===== config.mk =====
export PLATFORM = sky130hd
export DESIGN_NAME = dogx_extremum
export DESIGN_NICKNAME = d
export VERILOG_FILES = /design/src/dogx_pkg.sv /design/src/dogx_extremum.sv
export SDC_FILE = /design/constraint.sdc
export NUM_CORES = 1
export LEC_CHECK = 0
export BUFFER_PORTS_ARGS = -buffer_cell sky130_fd_sc_hd__buf_4
export CORE_ASPECT_RATIO = 0.8
export CORE_MARGIN = 2
export CORE_UTILIZATION = 51
export DETAILED_ROUTE_END_ITERATION = 6
export PLACE_DENSITY = 0.86
export SYNTH_ARGS = -nofsm -noshare
export SYNTH_HDL_FRONTEND = slang
export SYNTH_SLANG_ARGS = --single-unit

===== constraint.sdc =====
create_clock -name vclk -period 3.5
set_input_delay 0.7 -clock vclk [all_inputs]
set_output_delay 0.7 -clock vclk [all_outputs]
set_load 0.02 [all_outputs]

===== src/dogx_pkg.sv =====
package dogx_pkg;

    // Sample and coordinate geometry.
    localparam int SAMPLE_W   = 8;
    localparam int NUM_PLANES = 5;
    localparam int WIN_TAPS   = 9;
    localparam int CENTER_TAP = 4;
    localparam int COORD_W    = 10;
    localparam logic [COORD_W-1:0] ROW_LIMIT = 10'd1023;

    // Default depth of the line store.
    localparam int MAX_WIDTH_DEF = 1024;

    // Configuration port.
    localparam int CFG_INDEX_W = 2;
    localparam int CFG_DATA_W  = 11;
    localparam int LINE_W_W    = 11;
    localparam int THRESH_W    = 8;
    localparam int OCTAVE_W    = 4;

    localparam logic [CFG_INDEX_W-1:0] REG_LINE_WIDTH = 2'd0;
    localparam logic [CFG_INDEX_W-1:0] REG_THRESHOLD  = 2'd1;
    localparam logic [CFG_INDEX_W-1:0] REG_OCTAVE     = 2'd2;

    localparam logic [LINE_W_W-1:0] LINE_WIDTH_RST = 11'd640;
    localparam logic [THRESH_W-1:0] THRESHOLD_RST  = 8'd11;
    localparam logic [OCTAVE_W-1:0] OCTAVE_RST     = 4'd0;

    typedef logic [SAMPLE_W-1:0] sample_t;

    // Five samples of one position, index is the scale.
    typedef sample_t [NUM_PLANES-1:0] pix_t;

    // One window column, index 0 is the oldest row.
    typedef pix_t [2:0] col_t;

    // 3x3 neighborhood of one scale, tap = column * 3 + row.
    typedef sample_t [WIN_TAPS-1:0] plane9_t;

    // One line store entry: rows two back and one back at a column.
    typedef struct packed {
        pix_t upper;
        pix_t lower;
    } line_pair_t;

    typedef struct packed {
        logic    frame_start;
        sample_t dog_plane0;
        sample_t dog_plane1;
        sample_t dog_plane2;
        sample_t dog_plane3;
        sample_t dog_plane4;
    } in_word_t;

    typedef struct packed {
        logic [COORD_W-1:0]  centre_row;
        logic [COORD_W-1:0]  centre_col;
        logic                key_scale1;
        logic                key_scale2;
        logic                key_scale3;
        logic [OCTAVE_W-1:0] octave_out;
    } out_word_t;

endpackage


===== src/dogx_extremum.sv =====
// Decides whether the centre of the middle plane is above the threshold and a local
// extremum against its 26 neighbors in the three planes.
module dogx_extremum (
    input  dogx_pkg::plane9_t              plane_below,
    input  dogx_pkg::plane9_t              plane_mid,
    input  dogx_pkg::plane9_t              plane_above,
    input  logic [dogx_pkg::THRESH_W-1:0]  threshold,
    output logic                           is_key
);

    dogx_pkg::sample_t centre;
    logic              no_greater;
    logic              no_smaller;

    always_comb begin
        centre     = plane_mid[dogx_pkg::CENTER_TAP];
        no_greater = 1'b1;
        no_smaller = 1'b1;
        for (int i = 0; i < dogx_pkg::WIN_TAPS; i++) begin
            if (plane_below[i] > centre) no_greater = 1'b0;
            if (plane_below[i] < centre) no_smaller = 1'b0;
            if (plane_above[i] > centre) no_greater = 1'b0;
            if (plane_above[i] < centre) no_smaller = 1'b0;
            if (i != dogx_pkg::CENTER_TAP) begin
                if (plane_mid[i] > centre) no_greater = 1'b0;
                if (plane_mid[i] < centre) no_smaller = 1'b0;
            end
        end
        is_key = (centre > threshold) && (no_greater || no_smaller);
    end

endmodule


* Word-level counts from Yosys, hierarchy flattened
Cells that the tools add are included.
** Cells by class
- Order comparisons :: 53
- Mux-type cells :: 52
- Reductions and logical operators :: 2
** Operator list (count)
- > comparator 8 bit :: 27
- less-than comparator 8 bit :: 26
- 2-to-1 mux 1 bit :: 52
- logical AND 1 bit :: 1
- logical OR 1 bit :: 1
** Storage, ports and cells
- Bits in registers :: 0
- Bits of input ports :: 224
- Output and inout port bits :: 1

* Logic depth before layout (Yosys ltp)
Gate-level depths: netlist of run 1.
- Word-level depth :: 29
- Gate-level depth with buffers :: 9
- Depth with buffers taken out :: 9

* Worst setup path after synthesis of run 1
Ideal clock, no wire load.
- Kind :: input port to output port
- From :: input plane_mid[33] (netlist name)
- To :: output is_key
- Arrival :: 2.849 ns
- Required time :: 2.800 ns
- Slack :: -0.049 ns
- Stages on the path :: 9
- Cell sequence :: inv_1 -> ha_1 -> nor2b_1 -> o211ai_1 -> a21boi_1 -> a2111o_1 -> nor4_2 -> nand4_1 -> a21boi_1
** Between the ends
- Cells in the longest elaborated chain, start to end :: 29
** Ends and longest elaborated chain
- start: declaration :: RTL line dogx_extremum.sv:5 : input dogx_pkg::plane9_t plane_mid,
- > comparator 8 bit or less-than comparator 8 bit (tied branches) :: RTL line dogx_extremum.sv:20, dogx_extremum.sv:21
- 2-to-1 mux 1 bit, on equally long branches :: RTL line dogx_extremum.sv:20, dogx_extremum.sv:21
- 2-to-1 mux 1 bit, on equally long branches :: RTL line dogx_extremum.sv:22, dogx_extremum.sv:23
- 2-to-1 mux 1 bit, on equally long branches :: RTL line dogx_extremum.sv:25, dogx_extremum.sv:26
- 2-to-1 mux 1 bit, on equally long branches :: RTL line dogx_extremum.sv:20, dogx_extremum.sv:21
- 2-to-1 mux 1 bit, on equally long branches :: RTL line dogx_extremum.sv:22, dogx_extremum.sv:23
- 2-to-1 mux 1 bit, on equally long branches :: RTL line dogx_extremum.sv:25, dogx_extremum.sv:26
- 2-to-1 mux 1 bit, on equally long branches :: RTL line dogx_extremum.sv:20, dogx_extremum.sv:21
- (+13 left out)
- 2-to-1 mux 1 bit, on equally long branches :: RTL line dogx_extremum.sv:20, dogx_extremum.sv:21
- 2-to-1 mux 1 bit, on equally long branches :: RTL line dogx_extremum.sv:22, dogx_extremum.sv:23
- 2-to-1 mux 1 bit, on equally long branches :: RTL line dogx_extremum.sv:25, dogx_extremum.sv:26
- 2-to-1 mux 1 bit, on equally long branches :: RTL line dogx_extremum.sv:20, dogx_extremum.sv:21
- 2-to-1 mux 1 bit, on equally long branches :: RTL line dogx_extremum.sv:22, dogx_extremum.sv:23
- 2-to-1 mux 1 bit, on equally long branches :: RTL line dogx_extremum.sv:25, dogx_extremum.sv:26
- logical OR 1 bit :: RTL line dogx_extremum.sv:29 : is_key = (centre > threshold) && (no_greater || no_smaller);
- logical AND 1 bit * :: RTL line dogx_extremum.sv:29
- end: declaration :: RTL line dogx_extremum.sv:8 : output logic is_key
Every way passes the cells marked *; elsewhere a longest branch is shown, timed or not.

* Worst setup path in the final report of run 1
Ends and elaborated chain as after synthesis.

==> flow_summary.json, run 1 <==
{
  "routed_wirelength_mm": 18.77,
  "max_freq_ghz": 0.2731,
  "grt_max_degree": 27,
  "worstPathRequired_ps": 2800,
  "antenna_violations_before_repair": 0,
  "initial_core_util": 0.5224,
  "slowest_cell_on_the_critical_path": "sky130_fd_sc_hd__nor4b_1",
  "final.min_clock_period_ps": 3661,
  "place_ws_ps": -319.6,
  "drt-met1-wl_mm": 7.405,
  "highest_routed_metal_layer": "met4",
  "vias_in_the_first_global_route": 6445,
  "critical_path_class": "in2out",
  "pin_count": 225,
  "status": "finished with violations",
  "drc": 0,
  "met3_wirelength_mm": 1.502,
  "area_growth_pct": 44.34,
  "dp_hpwl_mm": 16.02,
  "layout_worst_path_cycle_share": 1.046,
  "hold_ws_ps": 2082,
  "worstPathMaxFanout": 22,
  "netlist-cell-type-count": 33,
  "worst_setup_path_start_kind": "input pin",
  "ctsHoldBuffers": 0,
  "finalHoldViolations": 0,
  "die_wd_um": 114.9,
  "post-route-worst-setup-slack_ps": -161.3,
  "drt_first_pass_iters": 5,
  "worst_setup_end_kind": "output pin",
  "final_cell_mix": "sky130_fd_sc_hd__buf_4, sky130_fd_sc_hd__ha_1, sky130_fd_sc_hd__a21oi_1",
  "setup_viol": 1,
  "multi_input_comb_area_um2": 4925,
  "cap_violations": 0,
  "irDropWorstVdd_mv": 0.07027,
  "antenna_cells": 0,
  "layout-drive-gt1-share": 0.3121,
  "rows": 32,
  "finalCoreUtilization": 0.7540,
  "design.final.nets": 1320,
  "syn-cell-area_um2": 5020,
  "routed-via-count": 6249,
  "syn_nets": 1063,
  "vias_per_cell": 6.268,
  "synth_warnings": 0,
  "critical_path.most_common_cell": "sky130_fd_sc_hd__buf_4",
  "final_common_cell": "sky130_fd_sc_hd__buf_4",
  "grt_setup_unrepaired": "yes",
  "seqCellArea_um2": 0,
  "num-fill-cells": 728,
  "numPortBuffers": 225,
  "critical_path.cell_chain": "buf_4 > clkinvlp_4 > buf_12 > ha_4 > nor2b_1 > o211ai_1 > buf_4 > a21oi_1 > o22ai_1 > nor4b_1 > nand4_1 > a21boi_1 > buf_4",
  "timing.hold.worst.class": "in2out",
  "n_clock_buffer": 0,
  "grt_pass1_wl_mm": 29.37,
  "die_area_um2": 10660,
  "detail_route.iter0.violations": 326,
  "slew-limit-headroom": 0.6415,
  "cell_count_after_synthesis": 623,
  "grt-ovfl-total": 0,
  "cp_data_arrival_time_ps": 2960,
  "violated_checks": "negative setup slack",
  "worstPathBufferInverterCount": 5,
  "coreArea_um2": 9609,
  "crit_path_max_incr_delay_ps": 440,
  "gpl.final_weighted_congestion": 0.8563,
  "synth_seq_area_share": 0,
  "seq_cell_count": 0,
  "global_route.usage.total": 0.3383,
  "antenna_left": 0,
  "die_height_um": 92.74,
  "final_max_slew_viol_count": 0,
  "timing_worst_slew_pin_value_ps": 534.5,
  "critPathTopFamily": "simple AND/OR/NAND/NOR gates",
  "avgRoutedWirePerCell_um": 18.82,
  "power_per_cell_area_nw_per_um2": 126.5,
  "wl_met2_mm": 9.107,
  "leakagePower_nw": 3.719,
  "synth.avg_cell_area_um2": 8.057
}
## through the flow
stage	area [µm²]	TNS, ps	power [mW]	std cells
final	7246	-161.3	0.9165	997
after CTS	7216	-109.7	0.8987	996
after global placement	7179	-170.7	0.8245	996
after detailed placement	7179	-319.6	0.8870	996
after global routing	7246	-266.8	1.018	997
after floorplan	5024	0	0.4629	623
## Yosys cell counts, drive strengths merged (3+ instances only)
| library cell | count | area share |
|---|---|---|
| nor2b | 27 | 0.034 |
| a21o | 4 | 0.0060 |
| inv | 41 | 0.031 |
| a21boi | 4 | 0.0060 |
| o21a | 3 | 0.0045 |
| o211ai | 26 | 0.047 |
| a2111oi | 3 | 0.0052 |
| nand2b | 11 | 0.014 |
| nand2 | 29 | 0.022 |
| nor4 | 5 | 0.012 |
| and4 | 6 | 0.010 |
| nand4 | 57 | 0.072 |
| o22ai | 10 | 0.012 |
| a21oi | 114 | 0.11 |
| o21ai | 44 | 0.044 |
| ha | 216 | 0.54 |
| nand3 | 4 | 0.0040 |
| nor2 | 7 | 0.0052 |
## final timing paths
path / cells past startpoint / slack [ps] / startpoint / end
max: 13 / -160 / plane_mid[33] / is_key
min: 6 / 2080 / threshold[0] / is_key
## area by class of cell
type,instances,share of cell area
multi-input cells,582,0.6797
repair buffers,255,0.2780
inverters,41,0.02176
well taps,119,0.02055
## power breakdown
part | switching, mW | internal, mW | total, mW
clock | 0 | 0 | 0
sequential | 0 | 0 | 0
combinational | 0.454 | 0.462 | 0.917
total | 0.454 | 0.462 | 0.917
## what timing repair did
| action | 4_1_cts | 5_1_grt |
|---|---|---|
| cloned | 0 | 0 |
| buffers inserted | 0 | 1 |
| gates resized for setup | 7 | 5 |
| endpoints found under the setup margin | 1 | 1 |
| pin swaps | 0 | 1 |
## cells by family (layout without fill, tap and decap cells)
kind of cell / after synthesis / after routing / share of synthesized area
compound gates: 217 / 217 / 0.2540
fa+ha+maj: 216 / 216 / 0.5384
simple gates: 149 / 149 / 0.1770
buf+inv: 41 / 296 / 0.03066
## metal layers
metal  global-route usage  vias up
met5                    0        -
li1                     -     2990
met2               0.6127      319
met3              0.06021       74
met4               0.1325        0
met1               0.3914     2866
(Power assumes the default switching activity.)
==> run 2, diff against run 1 <==
- PLACE_DENSITY: 0.86 -> 0.95
- REMOVE_ABC_BUFFERS: not set -> 1
==> run 2 against run 1 <==
Against the previous run:
- synthesized area is the same
- the flow now stops in global routing (5_1_grt)
- synthesized cell count is the same
==> flow_summary.json, run 2 <==
{
  "synth.top_cell.area_share": 0.5384,
  "grt_max_degree": 20,
  "stop_stage": "global routing (5_1_grt)",
  "post-synth-top-area-cell": "sky130_fd_sc_hd__ha_1",
  "synth_warnings": 0,
  "die_height_um": 92.74,
  "global_route.usage.total": 0.7781,
  "dpl.cell_count": 1044,
  "die_wd_um": 114.9,
  "pin_count": 225,
  "rows": 32,
  "synth_commonest_cells": "sky130_fd_sc_hd__ha_1, sky130_fd_sc_hd__a21oi_1, sky130_fd_sc_hd__nand4_1, sky130_fd_sc_hd__inv_1, sky130_fd_sc_hd__o21ai_0",
  "postGrtWorstEndpoint": "is_key",
  "synth_most_common_cell": "sky130_fd_sc_hd__ha_1",
  "synth.avg_cell_area_um2": 8.057,
  "initial_core_util": 0.5224,
  "syn-cell-area_um2": 5020,
  "yosys-top-cells-area": "sky130_fd_sc_hd__ha_1, sky130_fd_sc_hd__a21oi_1, sky130_fd_sc_hd__nand4_1, sky130_fd_sc_hd__o21ai_0, sky130_fd_sc_hd__nor2b_1",
  "grt-ovfl-total": 5,
  "netlist-cell-type-count": 33,
  "synth_seq_area_share": 0,
  "cell_count_after_synthesis": 623,
  "stop_error": "[ERROR GRT-0232] Routing congestion too high. Check the congestion heatmap in the GUI.",
  "dp_hpwl_mm": 17.55,
  "place_ws_ps": -257.8,
  "worstEpCategory": "top-level output",
  "gpl.final_weighted_congestion": 0.9201,
  "status": "stopped before the end",
  "numPortBuffers": 225
}
run 2: timing repair:
action                     in CTS
setup endpoints to repair       1
setup buffers                  14
pin swaps                      28
cloned                          1
hold buffers                    0
gates resized for setup        39
run 2: routing by layer:
| layer | GRT usage | GRT overflow |
|---|---|---|
| met5 | 0.4821 | 0 |
| met3 | 0.7225 | 0 |
| met1 | 0.7493 | 0 |
| met4 | 0.7369 | 2 |
| met2 | 0.9044 | 3 |
run 2: logic make-up after synthesis:
kind of cell             count (synthesis)  share of synthesized area
AO/OA/AOI/OAI                          217                     0.2540
adder cells (fa/ha/maj)                216                     0.5384
AND/OR/NAND/NOR                        149                     0.1770
buffers and inverters                   41                    0.03066
run 2: stage by stage:
| stage | TNS, ps | instance area [µm²] |
|---|---|---|
| global placement | -221.4 | 7599 |
| detailed placement | -257.8 | 7599 |
| floorplan | -49.37 | 5020 |
| CTS | -148.6 | 7981 |
==> run 3, diff against run 2 <==
- CORE_ASPECT_RATIO: 0.8 -> not set
- CORE_UTILIZATION: 51 -> 40
- PLACE_DENSITY: 0.95 -> not set
- PLACE_DENSITY_LB_ADDON: not set -> 0.15
==> run 3 against run 2 <==
Against the previous run:
- the flow now finishes, with violations (negative setup slack)
==> flow_summary.json, run 3 (synthesized netlist as in run 1, its figures left out) <==
{
  "setup_viol": 1,
  "final_common_cell": "sky130_fd_sc_hd__buf_4",
  "gpl.final_weighted_congestion": 0.9051,
  "routed_wirelength_mm": 18.76,
  "worstPathRequired_ps": 2800,
  "coreArea_um2": 12110,
  "sequentialPowerShare": 0,
  "grt-ovfl-total": 0,
  "timing.hold.worst.class": "in2out",
  "grt.met3_usage": 0.02929,
  "final_cell_mix": "sky130_fd_sc_hd__buf_4, sky130_fd_sc_hd__ha_1, sky130_fd_sc_hd__a21oi_1",
  "switching_share": 0.4800,
  "stdcell_area_um2": 7576,
  "irDropWorstVdd_mv": 0.07822,
  "max_freq_ghz": 0.2700,
  "n_clock_buffer": 0,
  "vias_per_cell": 5.668,
  "final.min_clock_period_ps": 3704,
  "vias_in_the_first_global_route": 6488,
  "timing_worst_slew_pin_value_ps": 401.7,
  "initial_core_util": 0.4145,
  "rows": 40,
  "die_wd_um": 116.0,
  "violated_checks": "negative setup slack",
  "dp_hpwl_mm": 16.62,
  "cp_data_arrival_time_ps": 3000,
  "leakagePower_nw": 3.893,
  "seq_cell_count": 0,
  "global_route.usage.total": 0.2704,
  "worstPathMaxFanout": 25,
  "dpl_cell_area_um2": 7540,
  "cap_violations": 0,
  "finalHoldViolations": 0,
  "routed-via-count": 6104,
  "avgRoutedWirePerCell_um": 17.42,
  "layout-drive-gt1-share": 0.3344,
  "detail_route.iter0.violations": 248,
  "clock_power_frac": 0,
  "antenna_cells": 0,
  "seqCellArea_um2": 0,
  "finalCoreUtilization": 0.6255,
  "final.setup.tns_ps": -204.3,
  "worst_setup_path_start_kind": "input pin",
  "pin_count": 225,
  "layout_worst_path_cycle_share": 1.058,
  "grt_max_degree": 26,
  "groute.layer.met1.usage": 0.3239,
  "grt.busiest_layer": "met2",
  "pint_uw": 488.9,
  "antenna_violations_before_repair": 0,
  "hold_ws_ps": 2128,
  "grt_setup_unrepaired": "yes",
  "power_per_cell_area_nw_per_um2": 124.1,
  "num-fill-cells": 1138,
  "post-cts-setup-buffers": 0,
  "grt_pass1_wl_mm": 29.34,
  "met2_usage": 0.5146,
  "drt_first_pass_iters": 4,
  "antenna_left": 0,
  "status": "finished with violations",
  "slew-limit-headroom": 0.7294,
  "p_switching_uw": 451.2,
  "critical_path_class": "in2out",
  "die_height_um": 116.0,
  "final_max_slew_viol_count": 0,
  "pwr-share-comb": 1.000,
  "drc": 0,
  "die_area_um2": 13460,
  "post-route-worst-setup-slack_ps": -204.3,
  "numPortBuffers": 225,
  "design.final.nets": 1351,
  "worst_setup_end_kind": "output pin",
  "area_growth_pct": 50.92
}
==> run 3: final cells by class <==
class,instances,area (µm²),area share
Tap cell,168,210.2,0.02775
Timing Repair Buffer,286,2313,0.3054
Inverter,41,153.9,0.02031
Multi-Input combinational cell,582,4898,0.6466
==> run 3: stage by stage <==
step	setup WS (ps)	instances	power (mW)
floorplan	-49.37	623	0.4627
global placement	-411.2	1077	0.8807
detailed placement	-346.6	1077	0.9302
CTS	-173.7	1077	0.9377
global route	-302.5	1077	1.054
finish	-204.3	1077	0.9401
==> run 3: critical path, cell delays in order <==
cell	delay, ps
sky130_fd_sc_hd__buf_4	110
sky130_fd_sc_hd__inv_1	80
sky130_fd_sc_hd__buf_12	190
sky130_fd_sc_hd__ha_1	270
sky130_fd_sc_hd__nor2b_1	140
sky130_fd_sc_hd__o211ai_1	240
sky130_fd_sc_hd__a211oi_2	140
sky130_fd_sc_hd__a2111oi_2	280
sky130_fd_sc_hd__buf_4	170
sky130_fd_sc_hd__and4_1	170
sky130_fd_sc_hd__nand4_1	110
sky130_fd_sc_hd__a21boi_2	210
sky130_fd_sc_hd__buf_6	140
==> run 3: path summary, 6_finish.rpt <==
path,startpoint,to,slack (ps),cells after the start
setup / recovery,plane_mid[33],is_key,-200,13
hold / removal,threshold[0],is_key,2130,6
==> run 3: what timing repair did <==
action | CTS | global route
resized for setup | 6 | 3
setup endpoints to repair | 1 | 1
hold buffers | 0 | 0
cloned | 0 | 0
==> run 3: power by group through the flow <==
stage	clock network, mW	logic [mW]	registers (mW)
after CTS	0	0.938	0
final	0	0.940	0
after detailed placement	0	0.930	0
after floorplan	0	0.463	0
after global placement	0	0.881	0
after global routing	0	1.05	0
==> run 3: metal layers <==
| layer | wire, µm | part of all wire |
|---|---|---|
| met5 | 0 | 0 |
| met2 | 9196 | 0.49 |
| met3 | 1180 | 0.063 |
| met1 | 7927 | 0.42 |
| met4 | 456 | 0.024 |
==> run 4, diff against run 3 <==
- CORE_ASPECT_RATIO: not set -> 0.7
- GPL_TIMING_DRIVEN: not set -> 0
==> run 4 against run 3 <==
Against the previous run:
- the run still ends with negative setup slack left
- power grew 8.1%
- non-clock buffer count decreased by 15
- setup slack improved by 120 ps
- highest routed layer unchanged
==> flow_summary.json, run 4 (synthesized netlist as in run 1, its figures left out) <==
{
  "status": "finished with violations",
  "violated_checks": "negative setup slack",
  "seqCellArea_um2": 0,
  "final_max_slew_viol_count": 0,
  "cap_violations": 0,
  "numPortBuffers": 225,
  "place_ws_ps": -953.5,
  "vias_per_cell": 5.823,
  "sequentialPowerShare": 0,
  "worst_setup_path_start_kind": "input pin",
  "cp_data_arrival_time_ps": 2880,
  "detail_route.iter0.violations": 256,
  "crit_path_max_incr_delay_ps": 370,
  "die_wd_um": 137.9,
  "timing.hold.worst.class": "in2out",
  "gpl.final_weighted_congestion": 0.8511,
  "layout_worst_path_cycle_share": 1.023,
  "pwr-share-comb": 1.000,
  "final_cell_mix": "sky130_fd_sc_hd__buf_4, sky130_fd_sc_hd__ha_1, sky130_fd_sc_hd__a21oi_1",
  "power_per_cell_area_nw_per_um2": 128.2,
  "antenna_violations_before_repair": 0,
  "dpl_cell_area_um2": 6912,
  "multi_input_comb_area_um2": 5298,
  "die_area_um2": 13480,
  "routed_wirelength_mm": 21.26,
  "routed-via-count": 6190,
  "critical_path.most_common_cell": "sky130_fd_sc_hd__buf_12",
  "slowest_cell_on_the_critical_path": "sky130_fd_sc_hd__a2111oi_2",
  "drc": 0,
  "worstPathRequired_ps": 2800,
  "leakagePower_nw": 3.832,
  "slew-limit-headroom": 0.6685,
  "clock_power_frac": 0,
  "final.min_clock_period_ps": 3582,
  "critical_path.cell_chain": "buf_12 > clkinvlp_4 > buf_12 > buf_12 > ha_1 > nor2b_1 > o211ai_2 > a21oi_2 > a2111oi_2 > and4_1 > nand4_1 > a21boi_1 > buf_4",
  "global_route.usage.total": 0.2999,
  "worst_setup_end_kind": "output pin",
  "irDropWorstVdd_mv": 0.09235,
  "drt_first_pass_iters": 5,
  "grt_setup_unrepaired": "yes",
  "design.final.nets": 1343,
  "antenna_cells": 0,
  "coreArea_um2": 12340,
  "seq_cell_count": 0,
  "switching_share": 0.4982,
  "max_freq_ghz": 0.2792,
  "grt_max_degree": 28,
  "worstPathMaxFanout": 6,
  "vias_in_the_first_global_route": 6390,
  "stdcell_area_um2": 7928,
  "dp_hpwl_mm": 15.35,
  "setup_viol": 1,
  "grt-ovfl-total": 0,
  "rows": 34,
  "worstPathBufferInverterCount": 5,
  "area_growth_pct": 57.93,
  "total_power_mw": 1.016,
  "pint_uw": 509.9,
  "critPathTopFamily": "compound AO/OA/AOI/OAI gates",
  "pin_count": 225,
  "n_clock_buffer": 0,
  "post-route-worst-setup-slack_ps": -81.88,
  "critical_path_class": "in2out",
  "grt_pass1_wl_mm": 31.76,
  "finalHoldViolations": 0,
  "layout-drive-gt1-share": 0.3907,
  "avgRoutedWirePerCell_um": 20.00,
  "final_common_cell": "sky130_fd_sc_hd__buf_4",
  "antenna_left": 0,
  "die_height_um": 97.73,
  "timing_worst_slew_pin_value_ps": 492.9,
  "p_switching_uw": 506.3,
  "initial_core_util": 0.4069,
  "num-fill-cells": 1029
}
run 4: final cells by class:
type                       count  share of cell area
inverter                      41             0.02273
multi-input combinational    582              0.6682
tap                          162             0.02557
timing repair buffer         271              0.2768
timing repair inverter         7            0.006629
run 4: timing repair:
item / in CTS / in global routing
hold buffers: 0 / 0
gates resized for setup: 44 / 56
endpoints found under the setup margin: 1 / 1
pin swaps: 18 / 40
gates cloned: 7 / 0
buffers inserted: 41 / 5
run 4: through the flow:
stage / utilization / TNS (ps) / cells / hold WS [ps]
2_1_floorplan: - / -49.37 / 623 / 1828
3_3_place_gp: 0.5602 / -985.0 / 1010 / 2095
3_5_place_dp: 0.5602 / -953.5 / 1010 / 2098
4_1_cts: 0.6145 / -142.6 / 1058 / 2102
5_1_grt: 0.6426 / -220.9 / 1063 / 2136
6_report: 0.6426 / -81.88 / 1063 / 2099
run 4: worst min-delay path, stage by stage:
cell                       delay (ps)
sky130_fd_sc_hd__buf_4             80
sky130_fd_sc_hd__ha_1             100
sky130_fd_sc_hd__nand3_1           50
sky130_fd_sc_hd__a21boi_0         170
sky130_fd_sc_hd__a21boi_1         140
sky130_fd_sc_hd__buf_4            150
run 4: worst paths after layout:
kind     startpoint  endpoint  cells past startpoint
max   plane_mid[33]    is_key                     13
min    threshold[0]    is_key                      6
run 4: power groups by stage:
stage                     clock network [mW]  registers [mW]  logic, mW
after detailed placement                   0               0      0.836
after CTS                                  0               0      0.945
after global placement                     0               0      0.782
after floorplan                            0               0      0.463
final                                      0               0       1.02
after global routing                       0               0       1.13
run 4: routing by layer:
layer	global-route usage	part of all wire	vias up
li1	-	-	3044
met4	0.07928	0.027	0
met3	0.05269	0.084	40
met1	0.3945	0.44	2846
met2	0.5027	0.45	260
met5	0	0	-
